### config.mk
export PLATFORM = sky130hd
export DESIGN_NAME = four_channel_dma_controller
export DESIGN_NICKNAME = d
export VERILOG_FILES = /design/src/rtl/dmac_pkg.sv /design/src/rtl/dmac_core.sv /design/src/rtl/four_channel_dma_controller.sv
export SDC_FILE = /design/constraint.sdc
export NUM_CORES = 2
export LEC_CHECK = 0
export BUFFER_PORTS_ARGS = -buffer_cell sky130_fd_sc_hd__clkbuf_2
export CELL_PAD_IN_SITES_DETAIL_PLACEMENT = 0
export CELL_PAD_IN_SITES_GLOBAL_PLACEMENT = 1
export CORE_MARGIN = 2
export CORE_UTILIZATION = 37
export DETAILED_ROUTE_END_ITERATION = 8
export GPL_TIMING_DRIVEN = 0
export PLACE_DENSITY = 0.67
export REMOVE_ABC_BUFFERS = 1
export SLEW_MARGIN = 30
export SYNTH_ARGS = -nofsm -noshare
export SYNTH_HDL_FRONTEND = slang
export SYNTH_SLANG_ARGS = --single-unit
### constraint.sdc
create_clock -name clock -period 20.4 [get_ports clock]
set_input_delay 4.08 -clock clock [delete_from_list [all_inputs] [get_ports clock]]
set_output_delay 4.08 -clock clock [all_outputs]
set_load 0.05 [all_outputs]
### src/rtl/dmac_pkg.sv
// Package for the four-channel DMA controller.
// Holds widths, register codes, state type and the controller state struct.
// No dependencies.
package dmac_pkg;

   localparam int NUM_CHANNELS = 4;
   localparam int CH_W = 2;

   localparam logic [1:0] REQ_NONE  = 2'd0;
   localparam logic [1:0] REQ_WRITE = 2'd1;
   localparam logic [1:0] REQ_READ  = 2'd2;

   localparam logic [3:0] REG_COMMAND  = 4'd8;
   localparam logic [3:0] REG_SOFT_REQ = 4'd9;
   localparam logic [3:0] REG_MASK1    = 4'd10;
   localparam logic [3:0] REG_MODE     = 4'd11;
   localparam logic [3:0] REG_CLR_PTR  = 4'd12;
   localparam logic [3:0] REG_MCLEAR   = 4'd13;
   localparam logic [3:0] REG_CLR_MASK = 4'd14;
   localparam logic [3:0] REG_ALL_MASK = 4'd15;

   localparam logic [1:0] MT_DEMAND = 2'd0;
   localparam logic [1:0] MT_SINGLE = 2'd1;
   localparam logic [1:0] TT_WRITE  = 2'd1;
   localparam logic [1:0] TT_READ   = 2'd2;

   typedef enum logic [3:0] {
      ST_IDLE, ST_BUSREQ, ST_S1, ST_S2, ST_S3, ST_S4, ST_M1, ST_M2, ST_M3, ST_M4
   } xfer_state_type;

   typedef struct packed {
      logic [7:0] data;
      logic       ddrive;
      logic [7:0] addr;
      logic       adrive;
      logic [3:0] dack;
      logic       aen;
      logic       adstb;
      logic [3:0] strobes;
      logic       eop;
   } pins_type;

   typedef struct packed {
      logic [NUM_CHANNELS-1:0] mask;
      logic [NUM_CHANNELS-1:0] soft_req;
      logic [NUM_CHANNELS-1:0] tc_flag;
      logic [7:0]              command;
      logic [7:0]              temp;
      logic                    byte_ptr;
      xfer_state_type          state;
      logic [CH_W-1:0]         act_ch;
      logic                    act_valid;
      logic [7:0]              last_upper;
      logic                    eop_hold;
      logic                    m2m_wr;
      logic                    hrq;
      logic                    last_rst;
      pins_type                pins;
   } ctl_type;

endpackage

### src/rtl/dmac_core.sv
// One DMA clock of the controller: master clear, CPU access, request check,
// transfer step. Holds all controller state. Depends on dmac_pkg.
module dmac_core (
   input  logic                  clock,
   input  logic                  reset,
   input  logic                  step,
   input  logic [1:0]            req_type,
   input  logic [3:0]            reg_addr,
   input  logic [7:0]            wr_data,
   input  logic [3:0]            dreq,
   input  logic                  hlda,
   input  logic                  ready_req,
   input  logic                  bus_busy,
   input  logic [7:0]            bus_data_in,
   input  logic                  reset_in,
   output dmac_pkg::pins_type    pins_out,
   output logic                  hrq_out
);

   localparam int N = dmac_pkg::NUM_CHANNELS;
   localparam int CW = dmac_pkg::CH_W;

   logic [15:0] base_addr_ff  [N];
   logic [15:0] cur_addr_ff   [N];
   logic [15:0] base_count_ff [N];
   logic [15:0] cur_count_ff  [N];
   logic [7:0]  mode_ff       [N];
   logic [15:0] base_addr_in  [N];
   logic [15:0] cur_addr_in   [N];
   logic [15:0] base_count_in [N];
   logic [15:0] cur_count_in  [N];
   logic [7:0]  mode_in       [N];
   dmac_pkg::ctl_type ctl_ff, ctl_in;

   function automatic dmac_pkg::ctl_type clear_ctl(input dmac_pkg::ctl_type c);
      dmac_pkg::ctl_type r;
      r = c;
      r.command = '0; r.temp = '0; r.tc_flag = '0; r.byte_ptr = 1'b0;
      r.state = dmac_pkg::ST_IDLE; r.act_valid = 1'b0; r.act_ch = '0;
      r.last_upper = '0; r.eop_hold = 1'b0; r.m2m_wr = 1'b0;
      r.mask = '1; r.soft_req = '0; r.hrq = 1'b0;
      r.pins.eop = 1'b1; r.pins.dack = 4'hF; r.pins.aen = 1'b0;
      r.pins.adstb = 1'b0; r.pins.strobes = 4'hF;
      r.pins.data = '0; r.pins.ddrive = 1'b0; r.pins.addr = '0; r.pins.adrive = 1'b0;
      return r;
   endfunction

   always_comb begin
      dmac_pkg::ctl_type c;
      logic [CW:0]    ch;
      logic [2:0]     rc;
      logic [CW-1:0]  a;
      logic [15:0]    w;
      logic [15:0]    na;
      logic [1:0]     mt;
      logic [1:0]     tt;
      logic           tc;
      logic           rel;
      logic           done;
      logic           found;
      logic           endsvc;
      logic           aval;
      c = ctl_ff;
      for (int i = 0; i < N; i++) begin
         base_addr_in[i] = base_addr_ff[i]; cur_addr_in[i] = cur_addr_ff[i];
         base_count_in[i] = base_count_ff[i]; cur_count_in[i] = cur_count_ff[i];
         mode_in[i] = mode_ff[i];
      end
      ch = {1'b0, wr_data[1:0]};
      rc = {1'b0, reg_addr[2:1]};
      tc = 1'b0; rel = 1'b0; done = 1'b0; found = 1'b0; endsvc = 1'b0;
      w = '0; na = '0; mt = '0; tt = '0;

      if (reset_in && !ctl_ff.last_rst) c = clear_ctl(c);

      if (req_type == dmac_pkg::REQ_WRITE) begin
         if (!reg_addr[3]) begin
            for (int i = 0; i < N; i++) begin
               if (rc == 3'(i)) begin
                  if (!reg_addr[0]) begin
                     if (!c.byte_ptr) begin
                        base_addr_in[i][7:0] = wr_data; cur_addr_in[i][7:0] = wr_data;
                     end else begin
                        base_addr_in[i][15:8] = wr_data; cur_addr_in[i][15:8] = wr_data;
                     end
                  end else begin
                     if (!c.byte_ptr) begin
                        base_count_in[i][7:0] = wr_data; cur_count_in[i][7:0] = wr_data;
                     end else begin
                        base_count_in[i][15:8] = wr_data; cur_count_in[i][15:8] = wr_data;
                     end
                  end
               end
            end
            c.byte_ptr = !c.byte_ptr;
         end else begin
            unique case (reg_addr)
               dmac_pkg::REG_COMMAND: c.command = wr_data;
               dmac_pkg::REG_SOFT_REQ: begin
                  for (int i = 0; i < N; i++)
                     if (ch == (CW+1)'(i)) c.soft_req[i] = wr_data[2];
               end
               dmac_pkg::REG_MASK1: begin
                  for (int i = 0; i < N; i++)
                     if (ch == (CW+1)'(i)) c.mask[i] = wr_data[2];
               end
               dmac_pkg::REG_MODE: begin
                  for (int i = 0; i < N; i++)
                     if (ch == (CW+1)'(i)) mode_in[i] = wr_data;
               end
               dmac_pkg::REG_CLR_PTR:  c.byte_ptr = 1'b0;
               dmac_pkg::REG_MCLEAR:   c = clear_ctl(c);
               dmac_pkg::REG_CLR_MASK: c.mask = '0;
               default: begin
                  for (int i = 0; i < N; i++)
                     c.mask[i] = (i < 4) ? wr_data[i] : 1'b0;
               end
            endcase
         end
      end else if (req_type == dmac_pkg::REQ_READ) begin
         c.pins.ddrive = 1'b1;
         c.pins.data = 8'hFF;
         if (!reg_addr[3]) begin
            for (int i = 0; i < N; i++) begin
               if (rc == 3'(i)) begin
                  w = reg_addr[0] ? cur_count_ff[i] : cur_addr_ff[i];
                  c.pins.data = c.byte_ptr ? w[15:8] : w[7:0];
               end
            end
            c.byte_ptr = !c.byte_ptr;
         end else if (reg_addr == dmac_pkg::REG_COMMAND) begin
            c.pins.data = {dreq, 4'(c.tc_flag)};
            c.tc_flag = '0;
         end else if (reg_addr == dmac_pkg::REG_MCLEAR) begin
            c.pins.data = c.temp;
         end
      end
      if (req_type != dmac_pkg::REQ_READ) begin
         c.pins.data = '0; c.pins.ddrive = 1'b0;
      end

      if (!c.command[2] && c.state == dmac_pkg::ST_IDLE && !hlda && !bus_busy) begin
         for (int i = 0; i < N; i++) begin
            if (!found && !c.mask[i] && (((i < 4) && dreq[i]) || c.soft_req[i])) begin
               found = 1'b1;
               c.act_ch = CW'(i); c.act_valid = 1'b1;
               c.state = dmac_pkg::ST_BUSREQ; c.hrq = 1'b1;
            end
         end
      end

      a = c.act_ch;
      aval = c.act_valid;
      if (c.eop_hold) begin
         c.pins.eop = 1'b1; c.eop_hold = 1'b0;
      end
      if (c.state != dmac_pkg::ST_IDLE && c.state != dmac_pkg::ST_BUSREQ && !aval) begin
         endsvc = 1'b1;
      end else begin
         if (c.state == dmac_pkg::ST_BUSREQ && hlda) begin
            if (!aval) endsvc = 1'b1;
            else c.state = dmac_pkg::ST_S1;
         end
         unique case (c.state)
            dmac_pkg::ST_S1, dmac_pkg::ST_M1: begin
               if (c.state == dmac_pkg::ST_S1) begin
                  c.pins.aen = 1'b1;
                  if (!c.command[0]) c.pins.dack[a] = 1'b0;
               end
               c.pins.addr = cur_addr_in[a][7:0]; c.pins.adrive = 1'b1;
               c.last_upper = cur_addr_in[a][15:8];
               c.pins.data = cur_addr_in[a][15:8]; c.pins.ddrive = 1'b1;
               c.pins.adstb = 1'b1;
               c.state = (c.state == dmac_pkg::ST_S1) ? dmac_pkg::ST_S2 : dmac_pkg::ST_M2;
            end
            dmac_pkg::ST_S2: begin
               c.pins.adstb = 1'b0;
               tt = mode_in[a][3:2];
               if (c.command[0]) c.pins.strobes[0] = 1'b0;
               else if (tt == dmac_pkg::TT_WRITE) c.pins.strobes[2:1] = 2'b00;
               else if (tt == dmac_pkg::TT_READ) begin
                  c.pins.strobes[0] = 1'b0; c.pins.strobes[3] = 1'b0;
               end
               if (c.command[3]) begin
                  c.pins.data = '0; c.pins.ddrive = 1'b0;
                  c.state = ready_req ? dmac_pkg::ST_S4 : dmac_pkg::ST_S2;
               end else begin
                  c.state = dmac_pkg::ST_S3;
               end
            end
            dmac_pkg::ST_S3: begin
               c.pins.data = '0; c.pins.ddrive = 1'b0;
               if (ready_req) c.state = dmac_pkg::ST_S4;
            end
            dmac_pkg::ST_S4: begin
               c.pins.strobes = 4'hF;
               na = mode_in[a][5] ? cur_addr_in[a] - 16'd1 : cur_addr_in[a] + 16'd1;
               cur_addr_in[a] = na;
               if (c.command[0] && !c.m2m_wr) begin
                  c.temp = bus_data_in;
                  if (c.command[1]) cur_addr_in[a] = base_addr_in[a];
                  c.act_ch = CW'(1); c.m2m_wr = 1'b1; c.state = dmac_pkg::ST_M1;
               end else begin
                  if (cur_count_in[a] == '0) begin
                     tc = 1'b1;
                     c.tc_flag[a] = 1'b1;
                     c.pins.eop = 1'b0; c.eop_hold = 1'b1;
                     if (mode_in[a][4]) begin
                        cur_addr_in[a] = base_addr_in[a];
                        cur_count_in[a] = base_count_in[a];
                     end else begin
                        c.mask[a] = 1'b1;
                     end
                  end else begin
                     cur_count_in[a] = cur_count_in[a] - 16'd1;
                  end
                  if (c.m2m_wr) begin
                     c.m2m_wr = 1'b0;
                     if (tc) endsvc = 1'b1;
                     else begin
                        c.act_ch = '0; c.state = dmac_pkg::ST_S1;
                     end
                  end else begin
                     mt = mode_in[a][7:6];
                     if (mt == dmac_pkg::MT_SINGLE) rel = 1'b1;
                     else if (mt == dmac_pkg::MT_DEMAND) rel = tc || !dreq[a];
                     else rel = tc;
                     if (rel) endsvc = 1'b1;
                     else if (cur_addr_in[a][15:8] != c.last_upper) c.state = dmac_pkg::ST_S1;
                     else begin
                        c.pins.addr = cur_addr_in[a][7:0];
                        c.state = dmac_pkg::ST_S2;
                     end
                  end
               end
            end
            dmac_pkg::ST_M2: begin
               c.pins.adstb = 1'b0;
               c.pins.data = c.temp; c.pins.ddrive = 1'b1;
               c.pins.strobes[1] = 1'b0;
               c.state = c.command[3] ? dmac_pkg::ST_M4 : dmac_pkg::ST_M3;
            end
            dmac_pkg::ST_M3: c.state = dmac_pkg::ST_M4;
            dmac_pkg::ST_M4: begin
               c.pins.strobes[1] = 1'b1;
               c.pins.data = '0; c.pins.ddrive = 1'b0;
               c.state = dmac_pkg::ST_S4;
            end
            default: done = 1'b0;
         endcase
      end

      if (endsvc) begin
         if (c.act_valid) begin
            c.pins.dack[c.act_ch] = 1'b1;
            c.soft_req[c.act_ch] = 1'b0;
         end
         c.hrq = 1'b0; c.pins.aen = 1'b0;
         c.pins.addr = '0; c.pins.adrive = 1'b0;
         c.pins.data = '0; c.pins.ddrive = 1'b0;
         if (c.command[0]) c.soft_req[0] = 1'b0;
         c.state = dmac_pkg::ST_IDLE; c.act_valid = 1'b0; c.act_ch = '0;
         c.m2m_wr = 1'b0;
      end
      if (c.state == dmac_pkg::ST_IDLE || c.state == dmac_pkg::ST_BUSREQ) c.pins.dack = 4'hF;
      c.last_rst = reset_in;
      ctl_in = done ? c : c;
   end

   always_ff @(posedge clock) begin
      if (reset) begin
         ctl_ff <= clear_ctl('0);
         for (int i = 0; i < N; i++) begin
            base_addr_ff[i] <= '0; cur_addr_ff[i] <= '0;
            base_count_ff[i] <= '0; cur_count_ff[i] <= '0; mode_ff[i] <= '0;
         end
      end else if (step) begin
         ctl_ff <= ctl_in;
         for (int i = 0; i < N; i++) begin
            base_addr_ff[i] <= base_addr_in[i]; cur_addr_ff[i] <= cur_addr_in[i];
            base_count_ff[i] <= base_count_in[i]; cur_count_ff[i] <= cur_count_in[i];
            mode_ff[i] <= mode_in[i];
         end
      end
   end

   assign pins_out = ctl_in.pins;
   assign hrq_out  = ctl_in.hrq;

   a_idle_no_dack: assert property (@(posedge clock) disable iff (reset)
      (ctl_ff.state == dmac_pkg::ST_IDLE) |-> (ctl_ff.pins.dack == 4'hF))
      else $error("dack asserted while idle");
   a_idle_no_hrq: assert property (@(posedge clock) disable iff (reset)
      (ctl_ff.state == dmac_pkg::ST_IDLE) |-> !ctl_ff.hrq)
      else $error("hrq while idle");
   a_eop_one: assert property (@(posedge clock) disable iff (reset)
      (!ctl_ff.pins.eop) |-> ctl_ff.eop_hold)
      else $error("eop low without hold");

endmodule

### src/rtl/four_channel_dma_controller.sv
// Top level of the four-channel DMA controller.
// dmac_core step logic and state registers, result register. Depends on dmac_pkg, dmac_core.
//
// Usage: each req_ item is one DMA clock: reset_in edge, CPU register access,
// request check and one transfer step, in that order. Each accepted item yields
// exactly one rsp_ item with the pin levels after that clock.
// The result of an item is in the result register the cycle after acceptance.
// One item per cycle is taken while req_stall is low; the step logic sits
// combinationally between the controller state registers.
// The input side keeps accepting while a result waits, as long as the result
// register is free or being taken this cycle; rsp_stall back-pressures req_stall
// only when an unaccepted result is already held.
// reset clears the channel registers to zero, masks all channels, returns the
// transfer machine to idle and empties the result register.
module four_channel_dma_controller (
   input  logic       clock,
   input  logic       reset,
   input  logic       req_valid,
   output logic       req_stall,
   input  logic [1:0] req_req_type,
   input  logic [3:0] req_reg_addr,
   input  logic [7:0] req_wr_data,
   input  logic [3:0] req_dreq,
   input  logic       req_hlda,
   input  logic       req_ready_req,
   input  logic       req_bus_busy,
   input  logic [7:0] req_bus_data_in,
   input  logic       req_reset_in,
   output logic       rsp_valid,
   input  logic       rsp_stall,
   output logic [7:0] rsp_data_out,
   output logic       rsp_data_drive,
   output logic [7:0] rsp_addr_low,
   output logic       rsp_addr_drive,
   output logic       rsp_hrq,
   output logic [3:0] rsp_dack_n,
   output logic       rsp_aen,
   output logic       rsp_adstb,
   output logic [3:0] rsp_strobes_n,
   output logic       rsp_eop_n
);

   logic               step;
   logic               out_valid_ff;
   dmac_pkg::pins_type pins, pins_ff;
   logic               hrq, hrq_ff;

   assign req_stall = out_valid_ff && rsp_stall;
   assign step = req_valid && !req_stall;

   dmac_core u_core (
      .clock(clock), .reset(reset), .step(step),
      .req_type(req_req_type), .reg_addr(req_reg_addr), .wr_data(req_wr_data),
      .dreq(req_dreq), .hlda(req_hlda), .ready_req(req_ready_req),
      .bus_busy(req_bus_busy), .bus_data_in(req_bus_data_in),
      .reset_in(req_reset_in), .pins_out(pins), .hrq_out(hrq)
   );

   always_ff @(posedge clock) begin
      if (reset) begin
         out_valid_ff <= 1'b0;
      end else if (step) begin
         out_valid_ff <= 1'b1;
      end else if (!rsp_stall) begin
         out_valid_ff <= 1'b0;
      end
   end

   always_ff @(posedge clock) begin
      if (step) begin
         pins_ff <= pins;
         hrq_ff  <= hrq;
      end
   end

   assign rsp_valid      = out_valid_ff;
   assign rsp_data_out   = pins_ff.data;
   assign rsp_data_drive = pins_ff.ddrive;
   assign rsp_addr_low   = pins_ff.addr;
   assign rsp_addr_drive = pins_ff.adrive;
   assign rsp_hrq        = hrq_ff;
   assign rsp_dack_n     = pins_ff.dack;
   assign rsp_aen        = pins_ff.aen;
   assign rsp_adstb      = pins_ff.adstb;
   assign rsp_strobes_n  = pins_ff.strobes;
   assign rsp_eop_n      = pins_ff.eop;

   a_stall_hold: assert property (@(posedge clock) disable iff (reset)
      (rsp_valid && rsp_stall) |=> (rsp_valid && $stable(pins_ff)))
      else $error("result changed under stall");
   a_step_gives_result: assert property (@(posedge clock) disable iff (reset)
      step |=> rsp_valid)
      else $error("accepted item lost");
   a_no_stall_empty: assert property (@(posedge clock) disable iff (reset)
      !rsp_valid |-> !req_stall)
      else $error("stall with empty output");

endmodule
==> summary.txt <==
Routing
  • DRT Pass-1 Iters: 6
  • DR DRC count: 0
  • Via/cell ratio: 6.545
  • DR vias: about 26000
  • DRT Wirelength: 119600 um
  • Iteration-0 DRC Markers: approximately 3400
  • Drt wl/cell: about 30 um
  • Antenna viol nets, final: 0

Final layout
  • Fillers: between 6000 and 7000
  • Design area: 29830 um^2
  • Share of post-route cells with drive strength above 1: 0.1174
  • Final net count: 3059
  • FF/Latch Area: 10610 um^2
  • Syn-to-layout area delta: 13.81%
  • Multi-input logic area: between 10000 and 15000 um^2

Timing
  • Final setup margin: roughly 5 ns
  • Clock skew: 0.02653 ns
  • Worst-margin pin slew: 1.065 ns
  • RSZ-0062 raised after global routing: no
  • Fin crit share: 0.7536
  • # setup viols final: 0
  • Max transition margin: 0.2841
  • Min Tclk post-route: 15.37 ns
  • Fin. Hold Viols: 0
  • Max-slew violations: 0
  • Max Fclk: 65.04 MHz

Logic synthesis
  • Synth warn: 0
  • Post-synth top area cell: edfxtp_1
  • Synth Instances: 3075
  • Most common cell in the netlist: nand2_1
  • Synth area leaders: edfxtp_1, nand2_1, a21oi_1
  • Most used DFF post-synth: edfxtp_1
  • Ys async rst share: 0
  • Synth top cells by count: nand2_1, nor2_1, a21oi_1
  • Netlist Area Pre-Place: 26210 um^2
  • Synthesis-stage register bit count: roughly 380
  • Seq/Total Area, Yosys: 0.4048
  • Top cell type's share of synthesized area: 0.3551
  • Yosys cell types: 104
  • Post-synth EDFFs: 310
  • Mapped Avg Cell Area: roughly 8.5 um^2

Clocking
  • Post-CTS Setup Inserts: 0
  • Clk sinks: 375
  • Clock Root Buffer: clkbuf_16
  • Post-CTS sizing: 0
  • Clock latency on the worst-skew pair: 0.62 ns
  • Hold buffer count at cts: 0
  • CTS buffer count: 49
  • Htree depth: 2
  • Clock tree buffer depth: 3
  • CTS clk-pin slew, worst paths: 0.06 ns
  • CTS tree: yes

Setup path
  • Crit-path slowest cell: o21ai_4
  • Reg2reg start: u_core.ctl_ff[29]$_SDFFE_PP0P_
  • Cell mode on critical path: a21oi_1
  • Max incr delay on CP: between 0.8 and 0.9 ns
  • WP data arrival: between 15 and 20 ns
  • Critical Path End: u_core.ctl_ff[14]$_SDFFE_PP0P_
  • CP Launch Type: primary input
  • FF-to-FF path depth: 27
  • Crit Path Category: in2reg
  • Flop-to-flop setup slack: 9.34 ns
  • Worst flop-to-flop path endpoint: u_core.ctl_ff[14]$_SDFFE_PP0P_
  • Worst Setup SP: req_reg_addr[2]
  • Crit path max fanout: 45
  • Worst EP required: approximately 21 ns
  • Element type at the critical path end: flop

Placed design
  • Placer Congestion: 0.9544
  • I/O Buffers: 65
  • Detailed Place HPWL: between 80000 and 90000 um
  • Placed Area: between 20000 and 30000 um^2
  • DP Worst Slack: 4.710 ns

Status
  • Status: finished clean

Die
  • Die H: 270.2 um
  • Initial core utilization: 0.3743
  • Die X-Extent: about 270 um
  • Rows: 97
  • Ports: between 60 and 70
  • DIE AREA: 72990 um^2
  • Core Area: 70030 um^2

Pwr
  • Pwr Density: 77.79 nW/um^2
  • Total power: between 2 and 2.5 mW
  • Leak: between 10 and 15 nW
  • Peak supply drop: 0.06006 mV

Global routing
  • Gr ovfl total: 0
  • Pin count of the biggest net entering global routing: 84
  • First-pass GRT wire length: 172900 um
  • Overall routing resource usage: 0.3177
  • Vias in the first global route: approximately 24000
  • Initial antenna violation count: 9

Job
  • Max cap viols: 0

Min path
  • Worst hold path class: reg2reg
-- flip-flops by register name, summed over array words and instances, names as in the netlist, 4 cells and up --
signal,flops
u_core.base_count_ff,64
u_core.cur_addr_ff,64
u_core.mode_ff,24
rsp_data_out,8
u_core.base_addr_ff,64
rsp_strobes_n,4
u_core.ctl_ff,64
rsp_dack_n,4
rsp_addr_low,8
u_core.cur_count_ff,64
-- layer usage --
| metal | vias up | global-route usage | part of all wire |
|---|---|---|---|
| met5 | - | 0 | 0.00017 |
| met4 | 4 | 0.1363 | 0.046 |
| met3 | 260 | 0.06374 | 0.11 |
| met2 | 1521 | 0.4802 | 0.43 |
| met1 | 12869 | 0.4406 | 0.41 |
| li1 | 11460 | - | - |
-- logic make-up after synthesis --
family,after synthesis,synth area share
compound gates,1004,0.2516
xor+xnor,29,0.009690
fa+ha+maj,16,0.007924
buf+inv,264,0.04057
flops,375,0.4048
mux,161,0.08220
simple gates,1226,0.2032
-- worst max-delay path, delay by kind of cell --
kind | cells | cell delay [ns]
AO/OA/AOI/OAI | 16 | 6.20
AND/OR/NAND/NOR | 7 | 3.56
buffers and inverters | 2 | 1.10
multiplexers | 1 | 0.41
adder cells (fa/ha/maj) | 1 | 0.38
-- metrics by stage --
stage	setup TNS [ns]	util	std cells	hold WS (ns)
finish	0	0.4260	3990	0.4547
floorplan	0	-	2839	0.4192
global placement	-75.40	0.3821	3844	0.4407
global route	0	0.4260	3989	0.4771
detailed placement	0	0.4038	3898	0.4494
CTS	0	0.4259	3989	0.4549
-- layout by cell type, fill, tap and decap left out, types with 18 or more instances in the layout --
cell type / instances
a21boi_0: 35
a22oi_1: 22
nor3_1: 61
clkbuf_16: 51
mux4_2: 41
mux2_2: 18
mux2i_1: 98
inv_1: 23
dfxtp_1: 65
nor2_1: 348
edfxtp_1: 310
o31ai_1: 20
nand2_1: 543
a21oi_1: 359
nand3_1: 73
a221oi_1: 39
a31oi_1: 31
o211ai_1: 40
buf_16: 26
a22o_1: 33
and2_1: 25
clkbuf_1: 19
o22a_1: 28
clkbuf_2: 56
and3_1: 25
xnor2_1: 18
a211oi_1: 45
o21ai_0: 133
o22ai_1: 51
-- layout make-up --
class	count	share of cell area
multi-input cells	2436	0.5027
flip-flops and latches	375	0.3557
repair buffers	119	0.04647
clock buffers	72	0.04609
well taps	940	0.03942
clock inverters	19	0.005620
inverters	28	0.003942
diodes	1	0.00008388
-- worst min-delay path by stage --
| stage | start | endpoint | slack (ns) | depth (start not counted) |
|---|---|---|---|---|
| floorplan | u_core.ctl_ff[69]$_SDFFE_PP0P_ | u_core.ctl_ff[69]$_SDFFE_PP0P_ | 0.42 | 2 |
| global placement | u_core.ctl_ff[32]$_SDFFE_PP0P_ | u_core.ctl_ff[32]$_SDFFE_PP0P_ | 0.44 | 2 |
| detailed placement | u_core.ctl_ff[32]$_SDFFE_PP0P_ | u_core.ctl_ff[32]$_SDFFE_PP0P_ | 0.45 | 2 |
| CTS | u_core.ctl_ff[32]$_SDFFE_PP0P_ | u_core.ctl_ff[32]$_SDFFE_PP0P_ | 0.45 | 2 |
| global route | u_core.ctl_ff[11]$_SDFFE_PP0P_ | u_core.ctl_ff[11]$_SDFFE_PP0P_ | 0.48 | 2 |
| finish | u_core.ctl_ff[32]$_SDFFE_PP0P_ | u_core.ctl_ff[32]$_SDFFE_PP0P_ | 0.45 | 2 |
-- power breakdown --
| group | internal, mW | switching, mW |
|---|---|---|
| logic | 0.168 | 0.363 |
| registers | 0.880 | 0.0427 |
| clock network | 0.503 | 0.364 |
Note: power is estimated with default switching activity, not from simulation.
